[src/rtl/pga_pkg.sv]
// Shared types, widths and constants of the Poincare gyromidpoint aggregate.
package pga_pkg;

  // Vector geometry
  localparam int MaxDim = 64;
  localparam int IdxW   = $clog2(MaxDim);
  localparam int DimW   = IdxW + 1;

  // Field and accumulator widths
  localparam int ValW   = 16;
  localparam int WgtW   = 16;
  localparam int CurvW  = 16;
  localparam int NumW   = 48;
  localparam int DenW   = 48;
  localparam int N2W    = 37;
  localparam int Cn2W   = 53;
  localparam int M2W    = 47;
  localparam int Cm2W   = 63;
  localparam int GamW   = 32;
  localparam int GwW    = 31;
  localparam int MeanW  = 21;
  localparam int DivW   = 64;
  localparam int DvsW   = 48;
  localparam int RadW   = 43;
  localparam int RootW  = 22;
  localparam int SdenW  = 23;

  // Configuration port
  localparam int CfgIdxW  = 1;
  localparam int CfgDataW = 16;
  localparam logic [CfgIdxW-1:0] RegCurvature = 1'b0;
  localparam logic [CfgIdxW-1:0] RegVecLen    = 1'b1;
  localparam logic [CurvW-1:0]   CurvReset    = 16'd4096;
  localparam logic [DimW-1:0]    VecLenReset  = 7'd64;

  // Arithmetic constants
  localparam logic [RadW-1:0]  OneQ42    = RadW'(1) << 42;
  localparam logic [DivW-1:0]  GammaNum  = DivW'(1) << 59;
  localparam logic [GamW-1:0]  GammaOne  = 32'h0001_0000;
  localparam logic [GamW-1:0]  GammaMax  = 32'hFFFF_FFFF;
  localparam logic [MeanW-1:0] MeanLim   = 21'h10_0000;
  localparam logic [SdenW-1:0] SdenBase  = SdenW'(1) << 21;
  localparam logic [NumW-1:0]  NumMax    = 48'h7FFF_FFFF_FFFF;
  localparam logic [NumW-1:0]  NumMin    = 48'h8000_0000_0000;
  localparam logic [DenW-1:0]  DenMax    = 48'hFFFF_FFFF_FFFF;

  // Datapath operations issued by the controller
  typedef enum logic [4:0] {
    OP_NONE,
    OP_ACCEPT,
    OP_RD,
    OP_N2_ACC,
    OP_CN2,
    OP_GDIV,
    OP_GTAKE,
    OP_GW,
    OP_ACC_MUL,
    OP_ACC_WR,
    OP_MEAN_DIV,
    OP_MEAN_WR,
    OP_CM2,
    OP_SQ,
    OP_SDEN,
    OP_OUT_DIV,
    OP_EMIT
  } op_e;

  typedef struct packed {
    op_e op;
  } cmd_t;

  typedef struct packed {
    logic row_end;
    logic last_d;
    logic fin;
    logic div_done;
    logic sqrt_done;
  } st_t;

endpackage

[src/rtl/pga_ctrl.sv]
// Controller state machine that sequences the row and midpoint passes.
module pga_ctrl (
  input  logic          clk_i,
  input  logic          rst_ni,
  input  logic          start_i,
  input  pga_pkg::st_t  st_i,
  output pga_pkg::cmd_t cmd_o,
  output logic          busy_o
);

  typedef enum logic [22:0] {
    S_IDLE      = 23'h000001,
    S_N2_RD     = 23'h000002,
    S_N2_ACC    = 23'h000004,
    S_CN2       = 23'h000008,
    S_GDIV      = 23'h000010,
    S_GWAIT     = 23'h000020,
    S_GTAKE     = 23'h000040,
    S_GW        = 23'h000080,
    S_ACC_RD    = 23'h000100,
    S_ACC_MUL   = 23'h000200,
    S_ACC_WR    = 23'h000400,
    S_MEAN_RD   = 23'h000800,
    S_MEAN_DIV  = 23'h001000,
    S_MEAN_WAIT = 23'h002000,
    S_MEAN_WR   = 23'h004000,
    S_CM2       = 23'h008000,
    S_SQ        = 23'h010000,
    S_SQ_WAIT   = 23'h020000,
    S_SDEN      = 23'h040000,
    S_OUT_RD    = 23'h080000,
    S_OUT_DIV   = 23'h100000,
    S_OUT_WAIT  = 23'h200000,
    S_OUT_EMIT  = 23'h400000
  } state_e;

  state_e state_d, state_q;

  // Next state and datapath command.
  always_comb begin
    state_d    = state_q;
    cmd_o.op   = pga_pkg::OP_NONE;
    case (state_q)
      S_IDLE: begin
        if (start_i) begin
          cmd_o.op = pga_pkg::OP_ACCEPT;
          if (st_i.row_end) begin
            state_d = S_N2_RD;
          end
        end
      end
      S_N2_RD: begin
        cmd_o.op = pga_pkg::OP_RD;
        state_d  = S_N2_ACC;
      end
      S_N2_ACC: begin
        cmd_o.op = pga_pkg::OP_N2_ACC;
        state_d  = st_i.last_d ? S_CN2 : S_N2_RD;
      end
      S_CN2: begin
        cmd_o.op = pga_pkg::OP_CN2;
        state_d  = S_GDIV;
      end
      S_GDIV: begin
        cmd_o.op = pga_pkg::OP_GDIV;
        state_d  = S_GWAIT;
      end
      S_GWAIT: begin
        if (st_i.div_done) begin
          state_d = S_GTAKE;
        end
      end
      S_GTAKE: begin
        cmd_o.op = pga_pkg::OP_GTAKE;
        state_d  = S_GW;
      end
      S_GW: begin
        cmd_o.op = pga_pkg::OP_GW;
        state_d  = S_ACC_RD;
      end
      S_ACC_RD: begin
        cmd_o.op = pga_pkg::OP_RD;
        state_d  = S_ACC_MUL;
      end
      S_ACC_MUL: begin
        cmd_o.op = pga_pkg::OP_ACC_MUL;
        state_d  = S_ACC_WR;
      end
      S_ACC_WR: begin
        cmd_o.op = pga_pkg::OP_ACC_WR;
        if (!st_i.last_d) begin
          state_d = S_ACC_RD;
        end else begin
          state_d = st_i.fin ? S_MEAN_RD : S_IDLE;
        end
      end
      S_MEAN_RD: begin
        cmd_o.op = pga_pkg::OP_RD;
        state_d  = S_MEAN_DIV;
      end
      S_MEAN_DIV: begin
        cmd_o.op = pga_pkg::OP_MEAN_DIV;
        state_d  = S_MEAN_WAIT;
      end
      S_MEAN_WAIT: begin
        if (st_i.div_done) begin
          state_d = S_MEAN_WR;
        end
      end
      S_MEAN_WR: begin
        cmd_o.op = pga_pkg::OP_MEAN_WR;
        state_d  = st_i.last_d ? S_CM2 : S_MEAN_RD;
      end
      S_CM2: begin
        cmd_o.op = pga_pkg::OP_CM2;
        state_d  = S_SQ;
      end
      S_SQ: begin
        cmd_o.op = pga_pkg::OP_SQ;
        state_d  = S_SQ_WAIT;
      end
      S_SQ_WAIT: begin
        if (st_i.sqrt_done) begin
          state_d = S_SDEN;
        end
      end
      S_SDEN: begin
        cmd_o.op = pga_pkg::OP_SDEN;
        state_d  = S_OUT_RD;
      end
      S_OUT_RD: begin
        cmd_o.op = pga_pkg::OP_RD;
        state_d  = S_OUT_DIV;
      end
      S_OUT_DIV: begin
        cmd_o.op = pga_pkg::OP_OUT_DIV;
        state_d  = S_OUT_WAIT;
      end
      S_OUT_WAIT: begin
        if (st_i.div_done) begin
          state_d = S_OUT_EMIT;
        end
      end
      S_OUT_EMIT: begin
        cmd_o.op = pga_pkg::OP_EMIT;
        state_d  = st_i.last_d ? S_IDLE : S_OUT_RD;
      end
      default: begin
        state_d = S_IDLE;
      end
    endcase
  end

  // State register.
  always_ff @(posedge clk_i or negedge rst_ni) begin
    if (!rst_ni) begin
      state_q <= S_IDLE;
    end else begin
      state_q <= state_d;
    end
  end

  assign busy_o = state_q != S_IDLE;

endmodule

[config.mk]
export PLATFORM = sky130hd
export DESIGN_NAME = pga_ctrl
export DESIGN_NICKNAME = d
export VERILOG_FILES = /design/src/rtl/pga_pkg.sv /design/src/rtl/pga_ctrl.sv
export SDC_FILE = /design/constraint.sdc
export NUM_CORES = 1
export LEC_CHECK = 0
export ABC_CLOCK_PERIOD_IN_PS = 2650
export BUFFER_PORTS_ARGS = -buffer_cell sky130_fd_sc_hd__buf_2
export CAP_MARGIN = 10
export CORE_UTILIZATION = 38
export DETAILED_ROUTE_END_ITERATION = 10
export PLACE_DENSITY = 0.58
export SLEW_MARGIN = 20
export SYNTH_ARGS = -nofsm -noshare
export SYNTH_HDL_FRONTEND = slang
export SYNTH_SLANG_ARGS = --single-unit
[constraint.sdc]
create_clock -name clk_i -period 2.65 [get_ports clk_i]
set_clock_uncertainty 0.15 [all_clocks]
set_input_delay 0 -clock clk_i [delete_from_list [all_inputs] [get_ports clk_i]]
set_output_delay 0 -clock clk_i [all_outputs]
set_load 0.02 [all_outputs]
* After elaboration in Yosys (flattened, before gate mapping)
Index checks and enable logic that the tools add are counted.
Cells by class: equality and inequality tests 30, mux-type cells 14, reduce and logical (&&, ||, !) cells 2
Operator list (number):
- one-hot mux 23 bit (23 select lines) | 1
- two-way mux 23 bit | 6
- one-hot mux 5 bit (16 select lines) | 1
- two-way mux 12 bit | 2
- equality test 23 x 1 -> 1 bit, second input constant | 1
- equality test 23 x 10 -> 1 bit, second input constant | 1
- equality test 23 x 11 -> 1 bit, second input constant | 1
- equality test 23 x 12 -> 1 bit, second input constant | 1
- equality test 23 x 13 -> 1 bit, second input constant | 1
- equality test 23 x 14 -> 1 bit, second input constant | 1
- equality test 23 x 15 -> 1 bit, second input constant | 1
- equality test 23 x 16 -> 1 bit, second input constant | 1
- equality test 23 x 17 -> 1 bit, second input constant | 1
- equality test 23 x 18 -> 1 bit, second input constant | 1
- equality test 23 x 19 -> 1 bit, second input constant | 1
- equality test 23 x 2 -> 1 bit, second input constant | 1
- equality test 23 x 20 -> 1 bit, second input constant | 1
- equality test 23 x 21 -> 1 bit, second input constant | 1
- equality test 23 x 22 -> 1 bit, second input constant | 1
- equality test 23 bit, second input constant | 1
- equality test 23 x 3 -> 1 bit, second input constant | 1
- equality test 23 x 4 -> 1 bit, second input constant | 1
- equality test 23 x 5 -> 1 bit, second input constant | 1
- equality test 23 x 6 -> 1 bit, second input constant | 1
- 11 further kinds | 16
Storage, ports and cells: register bits after elaboration 23, bits of input ports 8, output and inout bits 6, logic and storage cells 47

* Depth between registers and ports, before layout
depth in word-level cells 3, mapped depth 8, depth with buffers taken out 6

* Worst setup path after synthesis
No wires, ideal clock.
path kind register -> register, start point register state_q[13], end point register state_q[0], setup time 0.079 ns, data arrival time 1.910 ns, data required time 2.421 ns, path slack 0.511 ns, stages on the path, launching flop included 7, buffers on the path 0, clock period less this slack 2.139 ns, cells stage by stage dfrtp_1 > or4_4 > or3_1 > a211o_1 > nor4b_1 > nand4_1 > a21oi_2
Between the ends: cells in the longest elaborated chain, start to end 3, elaborated cells between the ends (all ways) 31, those cells by class eq/ne (29); mux (1); reduce/logical (1)
RTL lines:
- start: declaration | line pga_ctrl.sv:37 | state_e state_d, state_q;
- start signal: assignment | line pga_ctrl.sv:159 | state_q <= state_d;
- equality test 23 x 1 -> 1 bit, or another cell as far along | line pga_ctrl.sv:43 | case (state_q)
- != test 2 bit (no line)
- AND reduction 6 bit (no line)
Several ways; a longest one is shown, not always the timed one. A chain may end at the register's enable or synchronous reset.

==> impl_results.md <==
- Detailed Route WL: ~3.8 mm
- Sequential share of the synthesized area: 39.3%
- CTS Root Cell: clkbuf_8
- CTS tree: built
- Count of flip-flops with a built-in enable after synthesis: 0
- Full die area: 0.00411 mm²
- Final-stage net count: 190
- Reg with most FFs: state_q
- Wire length per cell: around 16 µm
- Pre-CTS WS: 0.129 ns
- CTS H-Tree Depth: 1
- Ys flop type: dfrtp_1
- Fraction of layout instances using a drive strength above 1: 21.0%
- Crit path max fanout: 7
- Met1 GRT Util: a little over a quarter
- Synth warnings: 0
- Routing usage on met3: 2.68%
- Multi-input logic area: about 880 µm²
- Post-Syn Instances: about 160
- Area leader, netlist: dfrtp_1
- HPWL Detailed: roughly 2.8 mm
- Met2 usage: 29.7%
- Vias in the first global route: roughly 1300
- Largest net degree at the start of global routing: 24
- TritonCTS Sinks: 23
- DRC: 0
- Die H: ~64 µm
- TritonCTS buffer count: 3
- Antenna Diode Count: 0
- Critical Path End Type: primary output
- Total global-route track usage: 19.5%
- Cell Rows: 22
- Via-to-Cell Ratio: around 6.0
- Filler cell count: 373
- Top Registers: state_q (23)
- Final Critical Period: ~2.6 ns
- #FFs+latches synth: 23
- DRT antenna net count: 0
- Via count: roughly 1400
- Gr busiest metal: met2
- Global-route wire length before repair: slightly above 6 mm
- Pwr per Cell Area: about 640 mW/mm²
- 1st-pass router iterations: 4
- Top-area cell type share of the netlist area: ~38%
- RSZ-0062 raised after global routing: no
- Static leakage: 0.000815 µW
- GR Overflow Total: 0
- Register area: 577 µm²
- Cell Area, Synth: around 0.0015 mm²
- Placer Congestion: around 0.85
- Clk slew on worst S/H paths: about 0.080 ns
- CORE AREA: around 0.0037 mm²
- Ys async rst share: 100%
- Worst Hold Class: primary input to async pin
- Syn Area/Cell: roughly 9.3 µm²
- Setup Viol. Count Final: 0
- Initial antenna violation count: 0
- FMAX: just under 0.4 GHz
- Synthesized net count: roughly 170
- Final period util: about 96%
- Clk Latency, worst-skew pair: 0.26 ns
- Pins Over Slew Limit: 0
- Outcome: completed
- Largest register FFs: 23
- Clk buf depth: 2
- Final hold vios: 0
- Critical Path Source Type: flop
- Syn-to-layout area delta: 19.5%
- Maxcap violations: 0
- Area contributors post-synth: dfrtp_1, nor2_1, nor4_4, nand2_1, inv_1
- Starting Density: around two fifths
- IO buf count: 13
- Yosys cell types: 47
- Die X: between 60 and 70 µm
- Slew headroom: roughly 64%
- Worst EP required: 2.50 ns
- Critical path data arrival time: roughly 2.4 ns
- Worst Max-Slew Pin Slew: 0.537 ns
- Fin Setup TNS: 0 ns
- I/O Pins: 14
- Critical path type: flop to primary output
- Iter 0 DRT Violations: between 70 and 80
- Crit path setup slack, layout: between 0.09 and 0.1 ns
- Peak supply drop: around 300 µV
## kinds of logic after synthesis
logic type,after synthesis,share of synthesized area [%]
XOR/XNOR,6,3.58
AND/OR/NAND/NOR,93,42.6
flip-flops,23,39.3
AO/OA/AOI/OAI,22,10.8
buffers and inverters,13,3.67
## repair_timing
item | in CTS | in global routing
buffers inserted | 0 | 3
pin swaps | 0 | 2
gates resized for setup | 1 | 5
gates cloned | 0 | 0
endpoints found under the setup margin | 2 | 7
hold buffers | 4 | 0
endpoints found under the hold margin | 29 | 0
## layout by cell type (no fill, tap or decap), types with 5 or more instances in the layout
master / Yosys / layout
buf_2: 1 / 13
buf_4: 1 / 6
dfrtp_1: 22 / 22
inv_1: 10 / 10
nand2_1: 11 / 11
nand3_1: 5 / 5
nand4_1: 6 / 6
nor2_1: 15 / 15
nor3_1: 7 / 7
nor4_4: 2 / 5
or3_1: 6 / 6
## critical path, cell delays in order, from the launching register on
cell      delay, ns
dfrtp_1        0.49
nor4_4         0.43
nand4_2        0.24
buf_4          0.22
nor2_1         0.13
nand4b_1       0.25
nand4_1        0.19
buf_2          0.18
## final timing paths
| check | startpoint | endpoint | slack, ns | depth (start not counted) |
|---|---|---|---|---|
| max in group asynchronous | rst_ni | state_q[0] | 1.88 | 2 |
| max | state_q[6] | cmd_o[2] | 0.09 | 7 |
| min in group clk_i | st_i[1] | state_q[14] | 0.22 | 4 |
| max reg2reg | state_q[6] | state_q[6] | 0.26 | 7 |
| min reg2reg | state_q[8] | state_q[10] | 0.46 | 1 |
| min | rst_ni | state_q[6] | 0.09 | 2 |
## cells in the mapped netlist (5+ instances only)
cell	n
dfrtp_1	22
nand2_1	11
nand4_1	6
nand3_1	5
nor3_1	7
inv_1	10
nor2_1	15
or3_1	6
## report_power, final
| part | switching, µW | total (µW) | internal, µW |
|---|---|---|---|
| registers | 44.4 | 424 | 379 |
| logic | 286 | 486 | 200 |
| clock network | 108 | 215 | 107 |
## final cells by class
type	instances	area share, %
multi-input combinational	121	50.4
tap	48	3.42
inverter	10	2.14
timing repair buffer	23	8.56
sequential	23	32.9
clock buffer	4	2.57
## metrics by stage
stage,instances,area (µm²),utilization [%],power (µW),hold slack (ns)
CTS,226,1690,45.8,1100,0.116
detailed placement,218,1600,43.4,870,-0.135
finish,229,1750,47.6,1120,0.0948
global placement,218,1600,43.4,867,-0.137
floorplan,157,1470,-,732,-0.446
global route,229,1750,47.6,1180,0.154
## per-layer routing
metal,up-vias,part of all wire [%]
li1,650,-
met1,684,46
met2,35,48
met3,11,3.3
met4,0,2.8
met5,-,0
Power figures use the tool's default switching activity.
